--- src/awa_pkg.sv ---
// shared constants for the anemometer wind aggregator
`default_nettype none
package awa_pkg;

  localparam int CFG_IDX_W  = 3;
  localparam int CFG_DATA_W = 16;

  localparam logic [CFG_IDX_W-1:0] REG_WINDOW_MS      = 3'd0;
  localparam logic [CFG_IDX_W-1:0] REG_REPORT_WINDOWS = 3'd1;
  localparam logic [CFG_IDX_W-1:0] REG_MIN_PULSE_GAP  = 3'd2;
  localparam logic [CFG_IDX_W-1:0] REG_ADC_FULL_SCALE = 3'd3;
  localparam logic [CFG_IDX_W-1:0] REG_DIR_OFFSET     = 3'd4;

  localparam logic [15:0] WINDOW_MS_RST      = 16'd3000;
  localparam logic [3:0]  REPORT_WINDOWS_RST = 4'd5;
  localparam logic [7:0]  MIN_PULSE_GAP_RST  = 8'd8;
  localparam logic [10:0] ADC_FULL_SCALE_RST = 11'd1648;
  localparam logic [8:0]  DIR_OFFSET_RST     = 9'd0;

  localparam int DIV_NUM_W = 36;
  localparam int DIV_DEN_W = 16;

  localparam logic [35:0] RATE_SCALE = 36'd256000;
  localparam logic [15:0] RATE_SAT   = 16'hFFFF;
  localparam logic [20:0] SUM_SAT    = 21'h0FFFFF;
  localparam logic [19:0] AVG_MIN    = 20'd256;
  localparam logic [7:0]  GAP_SAT    = 8'hFF;

  localparam logic [20:0] DEG_TURN_NUM = 21'd360;
  localparam logic [9:0]  DEG_TURN     = 10'd360;
  localparam logic [9:0]  DEG_TWO_TURN = 10'd720;
  localparam logic [9:0]  DEG_STEP     = 10'd5;

endpackage
`default_nettype wire

--- src/anemometer_wind_aggregator.sv ---
// top level: pulse windowing, rate average, gust and vane direction report
//
//  channel | direction | handshake             | payload
//  --------+-----------+-----------------------+-----------------------------------------
//  in      | input     | in_valid_i/in_ready_o | pulse_seen_i, vane_sample_i
//  out     | output    | out_valid_o/out_ready_i | direction_deg_o, average_rate_o, gust_rate_o
//  cfg     | input     | cfg_valid_i/cfg_ready_o | cfg_addr_i, cfg_data_i
//
//  a tick that does not close a window leaves the block ready for the next tick
//  a window-closing tick waits on the 36-step shared divider
//  a report tick makes three passes through that divider
//  no clearing pass after reset; cfg writes are taken in any cycle
//  the result sits in an output register, so a stalled out beat only holds the
//  block when the next report is ready to load
`default_nettype none
module anemometer_wind_aggregator (
  input  wire logic                              clk_i,
  input  wire logic                              rst_ni,
  input  wire logic                              in_valid_i,
  output logic                                   in_ready_o,
  input  wire logic                              pulse_seen_i,
  input  wire logic [10:0]                       vane_sample_i,
  output logic                                   out_valid_o,
  input  wire logic                              out_ready_i,
  output logic      [8:0]                        direction_deg_o,
  output logic      [15:0]                       average_rate_o,
  output logic      [15:0]                       gust_rate_o,
  input  wire logic                              cfg_valid_i,
  output logic                                   cfg_ready_o,
  input  wire logic [awa_pkg::CFG_IDX_W-1:0]     cfg_addr_i,
  input  wire logic [awa_pkg::CFG_DATA_W-1:0]    cfg_data_i
);

  localparam int NumW = awa_pkg::DIV_NUM_W;
  localparam int DenW = awa_pkg::DIV_DEN_W;

  localparam logic [3:0] S_IDLE   = 4'd0;
  localparam logic [3:0] S_RPREP  = 4'd1;
  localparam logic [3:0] S_RWAIT  = 4'd2;
  localparam logic [3:0] S_APREP  = 4'd3;
  localparam logic [3:0] S_AWAIT  = 4'd4;
  localparam logic [3:0] S_DPREP1 = 4'd5;
  localparam logic [3:0] S_DPREP2 = 4'd6;
  localparam logic [3:0] S_DWAIT  = 4'd7;
  localparam logic [3:0] S_MOD    = 4'd8;

  // configuration
  logic [15:0] win_q;
  logic [3:0]  nrep_q;
  logic [7:0]  gap_q;
  logic [10:0] fs_q;
  logic [8:0]  off_q;

  logic [15:0] win_eff;
  logic [3:0]  nrep_eff;
  logic [10:0] fs_eff;

  // running state
  logic [3:0]  state_q, state_d;
  logic [15:0] elapsed_q, elapsed_d;
  logic [15:0] pcount_q, pcount_d;
  logic [7:0]  since_q, since_d;
  logic        first_q, first_d;
  logic [3:0]  widx_q, widx_d;
  logic [19:0] sum_q, sum_d;
  logic [15:0] max_q, max_d;
  logic [10:0] vane_q, vane_d;
  logic [15:0] avg_q, avg_d;
  logic [20:0] num_q, num_d;
  logic [9:0]  deg_q, deg_d;

  logic        out_valid_q, out_valid_d;
  logic [8:0]  dir_out_q, dir_out_d;
  logic [15:0] avg_out_q, avg_out_d;
  logic [15:0] gust_out_q, gust_out_d;

  // tick update
  logic [7:0]  since_inc;
  logic        take;
  logic [15:0] elapsed_inc;

  // divider hookup
  logic            div_start;
  logic [NumW-1:0] div_num;
  logic [DenW-1:0] div_den;
  logic            div_done;
  logic [NumW-1:0] div_quot;

  logic [15:0] quot_sat;
  logic [20:0] sum_add;
  logic [3:0]  widx_inc;
  logic [3:0]  n_eff;
  logic [10:0] vane_sat;
  logic [9:0]  deg_wrapped;
  logic        out_free;

  assign win_eff  = (win_q == '0) ? 16'd1 : win_q;
  assign nrep_eff = (nrep_q == '0) ? 4'd1 : nrep_q;
  assign fs_eff   = (fs_q == '0) ? 11'd1 : fs_q;
  assign n_eff    = (widx_q == '0) ? 4'd1 : widx_q;
  assign vane_sat = (vane_q > fs_eff) ? fs_eff : vane_q;

  assign since_inc   = (since_q == awa_pkg::GAP_SAT) ? since_q : since_q + 8'd1;
  assign take        = pulse_seen_i && (first_q || (since_inc >= gap_q));
  assign elapsed_inc = elapsed_q + 16'd1;

  assign quot_sat = (div_quot > NumW'(awa_pkg::RATE_SAT)) ? awa_pkg::RATE_SAT
                                                          : div_quot[15:0];
  assign sum_add  = 21'(sum_q) + 21'(quot_sat);
  assign widx_inc = widx_q + 4'd1;

  assign deg_wrapped = (deg_q >= awa_pkg::DEG_TWO_TURN) ? deg_q - awa_pkg::DEG_TWO_TURN :
                       (deg_q >= awa_pkg::DEG_TURN)     ? deg_q - awa_pkg::DEG_TURN : deg_q;

  assign out_free = !out_valid_q || out_ready_i;

  // operand select for the shared divider
  always_comb begin
    div_start = 1'b0;
    div_num   = '0;
    div_den   = '0;
    case (state_q)
      S_RPREP: begin
        div_start = 1'b1;
        div_num   = NumW'(pcount_q) * awa_pkg::RATE_SCALE + NumW'(win_eff >> 1);
        div_den   = DenW'(win_eff);
      end
      S_APREP: begin
        div_start = 1'b1;
        div_num   = NumW'(sum_q) + NumW'(n_eff >> 1);
        div_den   = DenW'(n_eff);
      end
      S_DPREP2: begin
        div_start = 1'b1;
        div_num   = NumW'({num_q, 1'b0}) + NumW'({fs_eff, 2'b00}) + NumW'(fs_eff);
        div_den   = (DenW'(fs_eff) << 3) + (DenW'(fs_eff) << 1);
      end
      default: begin
        div_start = 1'b0;
      end
    endcase
  end

  awa_div #(
    .NumW (NumW),
    .DenW (DenW)
  ) u_div (
    .clk_i      (clk_i),
    .rst_ni     (rst_ni),
    .start_i    (div_start),
    .dividend_i (div_num),
    .divisor_i  (div_den),
    .done_o     (div_done),
    .quotient_o (div_quot)
  );

  always_comb begin
    state_d     = state_q;
    elapsed_d   = elapsed_q;
    pcount_d    = pcount_q;
    since_d     = since_q;
    first_d     = first_q;
    widx_d      = widx_q;
    sum_d       = sum_q;
    max_d       = max_q;
    vane_d      = vane_q;
    avg_d       = avg_q;
    num_d       = num_q;
    deg_d       = deg_q;
    out_valid_d = out_valid_q && !out_ready_i;
    dir_out_d   = dir_out_q;
    avg_out_d   = avg_out_q;
    gust_out_d  = gust_out_q;
    case (state_q)
      S_IDLE: begin
        if (in_valid_i) begin
          vane_d    = vane_sample_i;
          since_d   = take ? 8'd0 : since_inc;
          first_d   = take ? 1'b0 : first_q;
          pcount_d  = (take && (pcount_q != awa_pkg::RATE_SAT)) ? pcount_q + 16'd1 : pcount_q;
          elapsed_d = elapsed_inc;
          if (elapsed_inc >= win_eff) begin
            state_d = S_RPREP;
          end
        end
      end
      S_RPREP: begin
        state_d = S_RWAIT;
      end
      S_RWAIT: begin
        if (div_done) begin
          sum_d     = (sum_add > awa_pkg::SUM_SAT) ? awa_pkg::SUM_SAT[19:0] : sum_add[19:0];
          max_d     = (quot_sat > max_q) ? quot_sat : max_q;
          elapsed_d = '0;
          pcount_d  = '0;
          first_d   = 1'b1;
          widx_d    = widx_inc;
          state_d   = (widx_inc < nrep_eff) ? S_IDLE : S_APREP;
        end
      end
      S_APREP: begin
        state_d = S_AWAIT;
      end
      S_AWAIT: begin
        if (div_done) begin
          avg_d   = (sum_q > awa_pkg::AVG_MIN) ? quot_sat : 16'd0;
          state_d = S_DPREP1;
        end
      end
      S_DPREP1: begin
        num_d   = 21'(vane_sat) * awa_pkg::DEG_TURN_NUM + 21'(off_q) * 21'(fs_eff);
        state_d = S_DPREP2;
      end
      S_DPREP2: begin
        state_d = S_DWAIT;
      end
      S_DWAIT: begin
        if (div_done) begin
          deg_d   = 10'(div_quot[7:0]) * awa_pkg::DEG_STEP;
          state_d = S_MOD;
        end
      end
      S_MOD: begin
        if (out_free) begin
          out_valid_d = 1'b1;
          dir_out_d   = deg_wrapped[8:0];
          avg_out_d   = avg_q;
          gust_out_d  = max_q;
          widx_d      = '0;
          sum_d       = '0;
          max_d       = '0;
          state_d     = S_IDLE;
        end
      end
      default: begin
        state_d = S_IDLE;
      end
    endcase
  end

  always_ff @(posedge clk_i or negedge rst_ni) begin
    if (!rst_ni) begin
      win_q  <= awa_pkg::WINDOW_MS_RST;
      nrep_q <= awa_pkg::REPORT_WINDOWS_RST;
      gap_q  <= awa_pkg::MIN_PULSE_GAP_RST;
      fs_q   <= awa_pkg::ADC_FULL_SCALE_RST;
      off_q  <= awa_pkg::DIR_OFFSET_RST;
    end else if (cfg_valid_i) begin
      case (cfg_addr_i)
        awa_pkg::REG_WINDOW_MS:      win_q  <= cfg_data_i[15:0];
        awa_pkg::REG_REPORT_WINDOWS: nrep_q <= cfg_data_i[3:0];
        awa_pkg::REG_MIN_PULSE_GAP:  gap_q  <= cfg_data_i[7:0];
        awa_pkg::REG_ADC_FULL_SCALE: fs_q   <= cfg_data_i[10:0];
        awa_pkg::REG_DIR_OFFSET:     off_q  <= cfg_data_i[8:0];
        default: begin
        end
      endcase
    end
  end

  always_ff @(posedge clk_i or negedge rst_ni) begin
    if (!rst_ni) begin
      state_q     <= S_IDLE;
      elapsed_q   <= '0;
      pcount_q    <= '0;
      since_q     <= '0;
      first_q     <= 1'b1;
      widx_q      <= '0;
      sum_q       <= '0;
      max_q       <= '0;
      out_valid_q <= 1'b0;
    end else begin
      state_q     <= state_d;
      elapsed_q   <= elapsed_d;
      pcount_q    <= pcount_d;
      since_q     <= since_d;
      first_q     <= first_d;
      widx_q      <= widx_d;
      sum_q       <= sum_d;
      max_q       <= max_d;
      out_valid_q <= out_valid_d;
    end
  end

  always_ff @(posedge clk_i) begin
    vane_q     <= vane_d;
    avg_q      <= avg_d;
    num_q      <= num_d;
    deg_q      <= deg_d;
    dir_out_q  <= dir_out_d;
    avg_out_q  <= avg_out_d;
    gust_out_q <= gust_out_d;
  end

  assign in_ready_o      = (state_q == S_IDLE);
  assign cfg_ready_o     = 1'b1;
  assign out_valid_o     = out_valid_q;
  assign direction_deg_o = dir_out_q;
  assign average_rate_o  = avg_out_q;
  assign gust_rate_o     = gust_out_q;

endmodule
`default_nettype wire

--- src/awa_div.sv ---
// restoring shift-subtract divider, one quotient bit per cycle
`default_nettype none
module awa_div #(
  parameter int NumW = awa_pkg::DIV_NUM_W,
  parameter int DenW = awa_pkg::DIV_DEN_W
) (
  input  wire logic            clk_i,
  input  wire logic            rst_ni,
  input  wire logic            start_i,
  input  wire logic [NumW-1:0] dividend_i,
  input  wire logic [DenW-1:0] divisor_i,
  output logic                 done_o,
  output logic      [NumW-1:0] quotient_o
);

  localparam int CntW = $clog2(NumW + 1);

  logic [NumW-1:0] work_q, work_d;
  logic [DenW-1:0] rem_q, rem_d;
  logic [DenW-1:0] den_q, den_d;
  logic [CntW-1:0] cnt_q, cnt_d;
  logic            busy_q, busy_d;
  logic            done_q, done_d;
  logic [DenW:0]   rem_shift;
  logic [DenW:0]   rem_sub;
  logic            ge;

  always_comb begin
    rem_shift = {rem_q, work_q[NumW-1]};
    rem_sub   = rem_shift - {1'b0, den_q};
    ge        = rem_shift >= {1'b0, den_q};
  end

  always_comb begin
    work_d = work_q;
    rem_d  = rem_q;
    den_d  = den_q;
    cnt_d  = cnt_q;
    busy_d = busy_q;
    done_d = 1'b0;
    if (start_i) begin
      work_d = dividend_i;
      rem_d  = '0;
      den_d  = divisor_i;
      cnt_d  = CntW'(NumW);
      busy_d = 1'b1;
    end else if (busy_q) begin
      work_d = {work_q[NumW-2:0], ge};
      rem_d  = ge ? rem_sub[DenW-1:0] : rem_shift[DenW-1:0];
      cnt_d  = cnt_q - CntW'(1);
      if (cnt_q == CntW'(1)) begin
        busy_d = 1'b0;
        done_d = 1'b1;
      end
    end
  end

  always_ff @(posedge clk_i or negedge rst_ni) begin
    if (!rst_ni) begin
      work_q <= '0;
      rem_q  <= '0;
      den_q  <= '0;
      cnt_q  <= '0;
      busy_q <= 1'b0;
      done_q <= 1'b0;
    end else begin
      work_q <= work_d;
      rem_q  <= rem_d;
      den_q  <= den_d;
      cnt_q  <= cnt_d;
      busy_q <= busy_d;
      done_q <= done_d;
    end
  end

  assign done_o     = done_q;
  assign quotient_o = work_q;

endmodule
`default_nettype wire

--- config.mk ---
export PLATFORM = sky130hd
export DESIGN_NAME = anemometer_wind_aggregator
export DESIGN_NICKNAME = d
export VERILOG_FILES = /design/src/awa_pkg.sv /design/src/anemometer_wind_aggregator.sv /design/src/awa_div.sv
export SDC_FILE = /design/constraint.sdc
export NUM_CORES = 1
export LEC_CHECK = 0
export BUFFER_PORTS_ARGS = -buffer_cell sky130_fd_sc_hd__buf_2
export CORE_MARGIN = 8
export CORE_UTILIZATION = 30
export CTS_CLUSTER_SIZE = 12
export DETAILED_ROUTE_END_ITERATION = 6
export PLACE_DENSITY_LB_ADDON = 0.12
export SLEW_MARGIN = 20
export SYNTH_ARGS = -nofsm -noshare
export SYNTH_HDL_FRONTEND = slang
export SYNTH_SLANG_ARGS = --single-unit
--- constraint.sdc ---
create_clock -name clk_i -period 17.17 [get_ports clk_i]
set_clock_uncertainty 0.2 [all_clocks]
set_input_delay 1.717 -clock clk_i [delete_from_list [all_inputs] [get_ports clk_i]]
set_output_delay 1.717 -clock clk_i [all_outputs]
set_load 0.005 [all_outputs]
* After elaboration in Yosys (flattened, before gate mapping)
Cells that the tools add are included.
** Word-level totals
- Register bits :: 309
- Input port bits :: 36
- Word-level logic and storage cells :: 169
** Cells by class
- $add $sub $neg :: 15
- Multipliers :: 4
- Order comparisons :: 11
- Equality and inequality tests :: 24
- Mux-type cells :: 56
- Reduce and logical (&&, ||, !) cells :: 32
** Operators by type and width (number)
- 2-to-1 mux 16 bit :: 12
- case mux 35 bit (3 select lines) :: 1
- case mux 16 bit (2 select lines) :: 3
- 2-to-1 mux 36 bit :: 2
- 2-to-1 mux 20 bit :: 3
- case mux 16 bit (3 select lines) :: 1
- case mux 20 bit (2 select lines) :: 1
- greater-than comparator 36 x 16 -> 1 bit, second input constant :: 1
- 2-to-1 mux 4 bit :: 9
- case mux 4 bit (9 select lines) :: 1
- adder 34 x 15 -> 35 bit :: 1
- adder 16 x 1 -> 16 bit, second input constant :: 2
- adder 23 x 11 -> 24 bit :: 1
- adder 22 x 13 -> 23 bit :: 1
- multiplier 16 x 7 -> 23 bit, second input constant :: 1
- 2-to-1 mux 11 bit :: 2
- adder 20 x 16 -> 21 bit :: 1
- adder 20 x 20 -> 21 bit :: 1
- adder 20 x 3 -> 21 bit :: 1
- greater-than comparator 21 x 20 -> 1 bit, second input constant :: 1
- greater-than comparator 20 x 9 -> 1 bit, second input constant :: 1
- multiplier 9 x 11 -> 20 bit :: 1
- 2-to-1 mux 9 bit :: 2
- AND reduction 2 bit :: 9
- 47 further kinds :: 83

* Depth between registers and ports, before layout
Gate-level depths: netlist of the first run.
- Depth after elaboration :: 9
- Gate-level depth with buffers :: 40

* Modules after synthesis
Synthesis of the first run repeated with hierarchy kept, for this count alone.
** Second synthesis, totals
- Cells, all modules :: 2743
- Area total of the unflattened synthesis :: 26369.0 µm²
** By module, submodules not included
- anemometer_wind_aggregator :: times used 1, cells each 2263, area each 21923.5 µm², sequential area each 6346.1 µm²
- awa_div :: times used 1, cells each 480, area each 4445.5 µm², sequential area each 1901.8 µm²

* Worst setup path before layout of the first run
No wires, ideal clock.
- Path kind :: flip-flop to flip-flop
- From :: register fs_q[9]
- To :: register num_q[20] (data pin)
- Arrival :: 8132 ps
- Setup slack :: 8579 ps
- Stages on the path, launching flop included :: 38
- Path buffers :: 2
- Period minus slack after synthesis :: 8591 ps
- Cells stage by stage :: dfstp_2 -> clkbuf_1 -> nor4_1 -> a41oi_1 -> clkinv_1 -> ha_1 -> nor2b_1 -> o21a_1 -> o21a_1 -> o21a_1 -> o21a_1 -> o2111ai_1 -> and3_1 -> a211oi_1 -> clkbuf_1 -> mux2_2 -> ha_1 -> fa_1 -> [... 2 more ...] -> inv_1 -> ha_1 -> nor2b_1 -> o21ai_0 -> a21boi_0 -> o21ai_0 -> a21boi_0 -> o21ai_0 -> nand2b_1 -> xnor2_1 -> fa_1 -> inv_1 -> ha_1 -> or3_1 -> o31ai_1 -> o2111ai_1 -> a21oi_1 -> xnor2_1
** On the way
- Word-level cells in the longest chain between the ends :: 6
- Elaborated cells between the ends (all ways) :: 7
- Those cells by class :: 1 x add/sub; 2 x mul; 1 x order compare; 2 x mux; 1 x reduce/logical
** Ends and longest elaborated chain
- from (decl) :: line anemometer_wind_aggregator.sv:51 : logic [10:0] fs_q;
- from (signal assigned) :: line anemometer_wind_aggregator.sv:246 : fs_q <= awa_pkg::ADC_FULL_SCALE_RST;
- from (signal assigned) :: line anemometer_wind_aggregator.sv:253 : awa_pkg::REG_ADC_FULL_SCALE: fs_q <= cfg_data_i[10:0];
- logical NOT 11 bit :: line anemometer_wind_aggregator.sv:99 : assign fs_eff = (fs_q == '0) ? 11'd1 : fs_q;
- 2-to-1 mux 11 bit (*) :: line anemometer_wind_aggregator.sv:99
- greater-than comparator 11 bit :: line anemometer_wind_aggregator.sv:101 : assign vane_sat = (vane_q > fs_eff) ? fs_eff : vane_q;
- 2-to-1 mux 11 bit :: line anemometer_wind_aggregator.sv:101
- multiplier 11 x 6 -> 17 bit :: line anemometer_wind_aggregator.sv:211 : num_d = 21'(vane_sat) * awa_pkg::DEG_TURN_NUM + 21'(off_q) * 21'(fs_eff);
- adder 20 x 20 -> 21 bit (*) :: line anemometer_wind_aggregator.sv:211
- to (signal assigned) :: line anemometer_wind_aggregator.sv:288 : num_q <= num_d;
- to (decl) :: line anemometer_wind_aggregator.sv:69 : logic [20:0] num_q, num_d;
Mark *: on every way between the ends. The rest lies on a longest branch, timed or not.
A chain may end at the register's enable or synchronous reset.

* Worst setup path in the final report of the first run
- From :: register fs_q[3]
- To :: register num_q[20] (data pin)
The elaborated chain is that of the path after synthesis.

==> flow_metrics.tcl, run 1 <==
set metrics [dict create \
    start_util_pct 30.1 \
    yosysWarnings 0 \
    fmax_ghz 0.0989 \
    path_class "reg2reg" \
    grt_pass1_wl_um 119000 \
    root_buffer "clkbuf_16" \
    cp.arrival_ps 10230 \
    worst_pin_slew_ps 996 \
    grt_max_degree 111 \
    fin_area_um2 29200 \
    core-area_um2 86500 \
    die_area_um2 96500 \
    synthFlopType "dfrtp_1" \
    antenna_found_initial 1 \
    routed.top_layer "met4" \
    die_w_um 311 \
    ctsResizeCount 0 \
    critPathCaptureType "register" \
    num_vias 19400 \
    wirelength_um 74900 \
    final_cell_mix "inv_1, ha_1, nand2_1" \
    drt-initial-drc-count 1054 \
    final_common_cell "inv_1" \
    start_kind "register" \
    die_h_um 311 \
    cts_tree "built" \
    setup_viol 0 \
    drive_above_1_share_pct 10.1 \
    ys_seq_area_share_pct 31.7 \
    synth_top_area_cell "dfrtp_1" \
    ant_nets 0 \
    grtUsageTotal_pct 15.3 \
    async_reset_ff_share_pct 68.0 \
    hp-class "reg2reg" \
    grt_pass1_vias 20200 \
    required_ps 17290 \
    ctsHoldBuffers 0 \
    met3_length_um 2500 \
    synth_area_leaders "dfrtp_1, ha_1, fa_1" \
    synth-edff-count 99 \
    areaGrowthSynthToFinish_pct 12.0 \
    fin_util_pct 33.7 \
    core.rowCount 108 \
    place_area_um2 27700 \
    run_status "completed" \
    cts_sinks 309 \
    synth_area_per_cell_um2 9.64 \
    drc 0 \
    fin_nets 3208 \
    maxCapViolCount 0 \
    finalSetupTns_ps 0 \
    cts_max_level 2 \
    final_hold_viol_count 0 \
    finalMaxSlewViolations 0 \
    drtPass1Iterations 7 \
    clk_pin_slew_ps 60 \
    cts_made_buffers 41 \
    cpMaxStageDelayCell "dfrtp_1" \
    reg2reg_slack_ps 7060 \
    rsz0062_at_grt "false" \
    finalWeightedCongestion 0.822 \
    clock_path_buffers 3 \
    grt-ovfl-total 0 \
    whs_ps 217 \
    synth_top_area_share_pct 18.6 \
    syn_area_um2 26100 \
    synth_nets 3173 \
    yosys_register_bits 309 \
    syn-instance-count 2702 \
    min_period_ps 10110 \
    dp_hpwl_um 58300 \
    slew_headroom_pct 33.3 \
    path_max_fanout 18 \
    synth.distinct_cells 91 \
    io_buffers 78 \
    pin_count 80 \
    period_share_pct 58.9 \
    met2WireLength_um 34700 \
    wl_met1_um 35400 \
    max_stage_delay_ps 810 \
    post-cts-setup-buffer-count 0 \
    viasPerCell 4.95 \
    clk_latency_ps 590 \
    wire_per_inst_um 19.1 \
    diodes 0 \
]
-- routing by layer --
metal  vias to the layer above  track usage, %
li1                       9431               -
met3                        98            1.54
met5                         -               0
met1                      9574            21.2
met4                         0            4.67
met2                       333            25.2
-- stage by stage --
step | worst slack [ps] | cells
final | 7060 | 3925
after global routing | 6430 | 3925
after CTS | 7030 | 3925
after detailed placement | 7140 | 3849
after global placement | 7310 | 3849
after floorplan | 8580 | 2702
-- cells by family after synthesis --
family	count (synthesis)	synth area share (%)
buffers and inverters	418	6.09
AOI/OAI and AO/OA	536	13.4
adders and majority gates	435	25.7
other	1	0.0144
xor gates and xnor gates	157	5.31
DFF	309	31.7
and+or+nand+nor	748	13.8
muxes	98	4.04
-- synth_stat cells (18+ instances only) --
cell	instances
nand2b_1	21
nor3_1	50
inv_1	311
ha_1	269
and2_1	48
mux2i_1	40
nand3_1	53
o21a_1	24
clkbuf_1	91
o21ai_0	146
fa_1	166
nor4_1	22
and3_1	25
edfxtp_1	99
mux2_2	58
a21oi_1	135
xor2_1	58
nand2_1	234
or3_1	22
nand4_1	20
a21o_1	43
nor2b_1	20
nor2_1	190
xnor2_1	98
dfrtp_1	194
a222oi_1	18
a31oi_1	22
-- critical path, delay by kind of cell, from the launching register on --
family / cells / cell delay, ps
AOI/OAI and AO/OA: 15 / 3760
adders and majority gates: 7 / 2790
and+or+nand+nor: 6 / 1020
DFF: 1 / 810
buffers and inverters: 4 / 600
muxes: 1 / 440
xor gates and xnor gates: 2 / 220
-- registers in the layout, indices dropped and copies added, names as in the netlist, 6 cells and up --
register	flops
u_div.quotient_o	36
pcount_q	16
deg_q	10
gust_rate_o	16
u_div.cnt_q	6
off_q	9
elapsed_q	16
direction_deg_o	9
avg_q	16
u_div.den_q	16
vane_q	11
win_q	16
max_q	16
average_rate_o	16
since_q	8
gap_q	8
u_div.rem_q	16
fs_q	11
num_q	21
sum_q	20
-- layout make-up --
cell class	count	area, µm²
clock buffer	56	1150
clock inverter	20	308
fill	8869	57300
inverter	314	1180
multi-input combinational	1975	16300
sequential	309	8250
tap	1155	1450
timing repair buffer	96	548
-- path summary, 6_finish.rpt --
path | from | end | cells after the start
max reg2reg | fs_q[3] | num_q[20] | 35
min in group asynchronous | rst_ni | since_q[7] | 1
min reg2reg | avg_q[11] | average_rate_o[11] | 0
max | fs_q[3] | num_q[20] | 35
min | avg_q[11] | average_rate_o[11] | 0
max in group asynchronous | rst_ni | u_div.busy_q | 2
Power of run 1 is not shown: default switching activity piles up to over one toggle a cycle in this logic, so the estimate is an artifact.
==> run 2: changes to the inputs <==
- clock period: 17.17 -> 8.6 ns (I/O delays scaled with it)
==> run 2 against run 1 <==
Net effect: maximum frequency is 23% higher; utilization is 0.24 points higher; die area stayed put; final area is 0.70% higher; critical path type unchanged; critical endpoint is now num_q[19].
==> flow_metrics.tcl, run 2 (synthesis gave the netlist of run 1 again) <==
set metrics [dict create \
    hp-class "in2async" \
    fin_nets 3232 \
    root_buffer "clkbuf_16" \
    setup_viol 0 \
    drtPass1Iterations 7 \
    path_max_fanout 6 \
    cpMaxStageDelayCell "fa_1" \
    grt_pass1_wl_um 119000 \
    die_w_um 311 \
    drc 0 \
    wire_per_inst_um 19.0 \
    rsz0062_at_grt "false" \
    dp_hpwl_um 58300 \
    die_area_um2 96500 \
    cp.arrival_ps 8320 \
    crit_family "adder cells" \
    cts_max_level 2 \
    finalMaxSlewViolations 0 \
    areaGrowthSynthToFinish_pct 12.7 \
    io_buffers 78 \
    place_area_um2 27900 \
    critPathCaptureType "register" \
    maxCapViolCount 0 \
    fill_cells 9003 \
    largest_reg_flops 36 \
    finalWeightedCongestion 0.820 \
    start_util_pct 30.1 \
    core.rowCount 108 \
    core-area_um2 86500 \
    path_class "reg2reg" \
    whs_ps 119 \
    viasPerCell 4.96 \
    die_h_um 311 \
    cp_num_buf_inv 6 \
    reg2reg_slack_ps 410 \
    grtUsageTotal_pct 15.3 \
    diodes 0 \
    drive_above_1_share_pct 11.0 \
    final_common_cell "inv_1" \
    max_stage_delay_ps 550 \
    fin_area_um2 29400 \
    cts_tree "built" \
    wirelength_um 75000 \
    min_period_ps 8190 \
    clock_path_buffers 3 \
    pin_count 80 \
    start_kind "register" \
    fmax_ghz 0.122 \
    dp.cells 3872 \
    period_share_pct 95.2 \
    clk_latency_ps 600 \
    grt_pass1_vias 20400 \
    stdcell_count 3950 \
    grt_max_degree 104 \
    ant_nets 0 \
    finalSetupTns_ps 0 \
    cts_made_buffers 42 \
    worst_pin_slew_ps 1060 \
    required_ps 8730 \
    cts_sinks 309 \
    final_hold_viol_count 0 \
    final_cell_mix "inv_1, ha_1, nand2_1" \
    drt-initial-drc-count 983 \
    post-cts-setup-buffer-count 0 \
    slew_headroom_pct 29.1 \
    antenna_found_initial 0 \
    clk_pin_slew_ps 60 \
    run_status "completed" \
    num_vias 19600 \
    grt-ovfl-total 0 \
]
==> run 2: per-layer routing <==
metal,track usage [%],wire (µm)
met1,20.6,35000
met2,26.3,35900
met3,1.75,2430
met4,3.76,1730
met5,0,0
==> run 2: stage by stage <==
step           util [%]  setup WS [ps]
3_3_place_gp       32.2            174
5_1_grt            34.0           20.4
3_5_place_dp       32.2           86.8
4_1_cts            33.9           50.8
6_report           34.0            411
2_1_floorplan         -           8.53
==> run 2: final timing paths <==
path,cells past startpoint,startpoint,end
setup reg to reg,37,fs_q[9],num_q[19]
hold / removal,1,rst_ni,since_q[3]
hold reg to reg,0,avg_q[9],average_rate_o[9]
setup / recovery,37,fs_q[9],num_q[19]
min in group clk_i,0,avg_q[9],average_rate_o[9]
max in group asynchronous,2,rst_ni,max_q[9]
==> run 2: final cells by class <==
cell class	count	area (µm²)	area share, %
clock buffer	53	1140	3.89
timing repair buffer	119	708	2.41
tap	1155	1450	4.92
inverter	314	1180	4.01
multi-input combinational	1975	16300	55.5
clock inverter	25	337	1.15
sequential	309	8250	28.1
==> run 2: repair_timing <==
item | CTS | global route
hold buffers | 0 | 0
endpoints found under the hold margin | 0 | 0
resized for setup | 0 | 10
setup endpoints to repair | 0 | 5
Power of run 2 is left out for the same reason.
==> run 3: changes to the inputs <==
- CTS_BUF_LIST: unset -> sky130_fd_sc_hd__clkbuf_2
==> run 3 against run 2 <==
Net effect: final area fell by 0.44%; first-iteration DRC count rose by 5.0%; global-route usage rose by 0.26 points; worst setup slack improved by 10 ps; hold slack improved by 34 ps; die area did not move; register-to-register slack barely moved; count of clock-buffer cells in the layout rose by 86; critical endpoint unchanged; sequential cell count did not move; critical path depth did not move; via count rose by 2.6%; sequential share of layout area rose by 0.12 points; critical path type unchanged.
==> flow_metrics.tcl, run 3 (synthesis gave the netlist of run 1 again) <==
set metrics [dict create \
    place_ws_ps 86.8 \
    worst_pin_slew_ps 1040 \
    wirelength_um 75900 \
    clk_pin_slew_ps 110 \
    critPathLaunch "fs_q[9]" \
    grt_pass1_wl_um 121000 \
    grt_max_degree 91 \
    ant_nets 0 \
    hold_depth 4 \
    crit_family "adder cells" \
    rr_worst_depth 37 \
    cts_sinks 309 \
    period_share_pct 95.1 \
    cts_made_buffers 93 \
    run_status "completed" \
    r2r_start "fs_q[9]" \
    final_common_cell "inv_1" \
    viasPerCell 4.91 \
    dp.cells 3872 \
    max_stage_delay_ps 540 \
    drc 0 \
    die_w_um 311 \
    maxCapViolCount 0 \
    die_h_um 311 \
    cp.arrival_ps 8840 \
    reg2reg_slack_ps 420 \
    critPathCaptureType "register" \
    start_kind "register" \
    stdcell_count 4091 \
    r2r_end "num_q[19]" \
    pin_count 80 \
    grtUsageTotal_pct 15.6 \
    start_util_pct 30.1 \
    setup_viol 0 \
    num_vias 20100 \
    hp-class "in2reg" \
    core-area_um2 86500 \
    cts_max_level 3 \
    finalSetupTns_ps 0 \
    dp_hpwl_um 58300 \
    setup_ws_ps 421 \
    clock_path_buffers 3 \
    largest_reg_flops 36 \
    cts_tree "built" \
    core.rowCount 108 \
    grt_pass1_vias 21100 \
    fin_nets 3328 \
    fin_util_pct 33.8 \
    rsz0062_at_grt "false" \
    areaGrowthSynthToFinish_pct 12.2 \
    grt-ovfl-total 0 \
    finalMaxSlewViolations 0 \
    final_cell_mix "inv_1, ha_1, nand2_1" \
    drtPass1Iterations 6 \
    finalWeightedCongestion 0.820 \
    holdPathEnd "off_q[7]" \
    clk_latency_ps 1240 \
    final_hold_viol_count 0 \
    slew_headroom_pct 30.2 \
    cpMaxStageDelayCell "fa_1" \
    min_period_ps 8180 \
    root_buffer "clkbuf_2" \
    io_buffers 78 \
    fmax_ghz 0.122 \
    wire_per_inst_um 18.6 \
    path_class "reg2reg" \
    required_ps 9260 \
    drt-initial-drc-count 1032 \
    hp-start "cfg_addr_i[2]" \
    path_max_fanout 6 \
    drive_above_1_share_pct 13.5 \
    cp_num_buf_inv 6 \
    die_area_um2 96500 \
    fill_cells 9102 \
    post-cts-setup-buffer-count 0 \
    antenna_found_initial 3 \
]
run 3: through the flow:
step	instance area [µm²]	hold WS (ps)
2_1_floorplan	26100	200
3_3_place_gp	27900	206
3_5_place_dp	27900	205
4_1_cts	29200	1.15
5_1_grt	29200	33.4
6_report	29200	153
run 3: cell type report:
type | count | area (µm²) | share of cell area, %
multi-input cells | 1975 | 16300 | 55.8
diodes | 2 | 5.00 | 0.0171
inverters | 314 | 1180 | 4.03
clock inverters | 33 | 200 | 0.685
repair buffers | 164 | 1160 | 3.96
clock buffers | 139 | 696 | 2.38
flip-flops and latches | 309 | 8250 | 28.2
well taps | 1155 | 1450 | 4.94
run 3: worst max path at each step:
stage / endpoint / slack [ps] / depth (start not counted)
2_1_floorplan: num_q[20] / 9 / 37
3_3_place_gp: num_q[18] / 170 / 38
3_5_place_dp: num_q[18] / 90 / 38
4_1_cts: num_q[18] / 40 / 38
5_1_grt: num_q[18] / 40 / 38
6_report: num_q[19] / 420 / 37
run 3: metal layers:
metal,vias up,wire length [µm],GRT usage [%]
met2,357,36200,26.4
met1,9933,35100,20.5
met3,99,2890,2.41
met5,-,0,0
met4,0,1740,4.74
li1,9716,-,-
run 3: worst register-to-register path, delay by kind of cell, from the launching register on:
kind	cells	cell delay (ps)
muxes	1	300
xor gates and xnor gates	2	240
DFF	1	380
buffers and inverters	6	650
and+or+nand+nor	7	1330
adders and majority gates	7	2480
AOI/OAI and AO/OA	14	2340
run 3: what timing repair did:
| action | CTS | global route |
|---|---|---|
| hold buffers | 45 | 0 |
| endpoints found under the setup margin | 0 | 5 |
| endpoints found under the hold margin | 169 | 0 |
| gates resized for setup | 0 | 10 |
Power of run 3 is left out for the same reason.
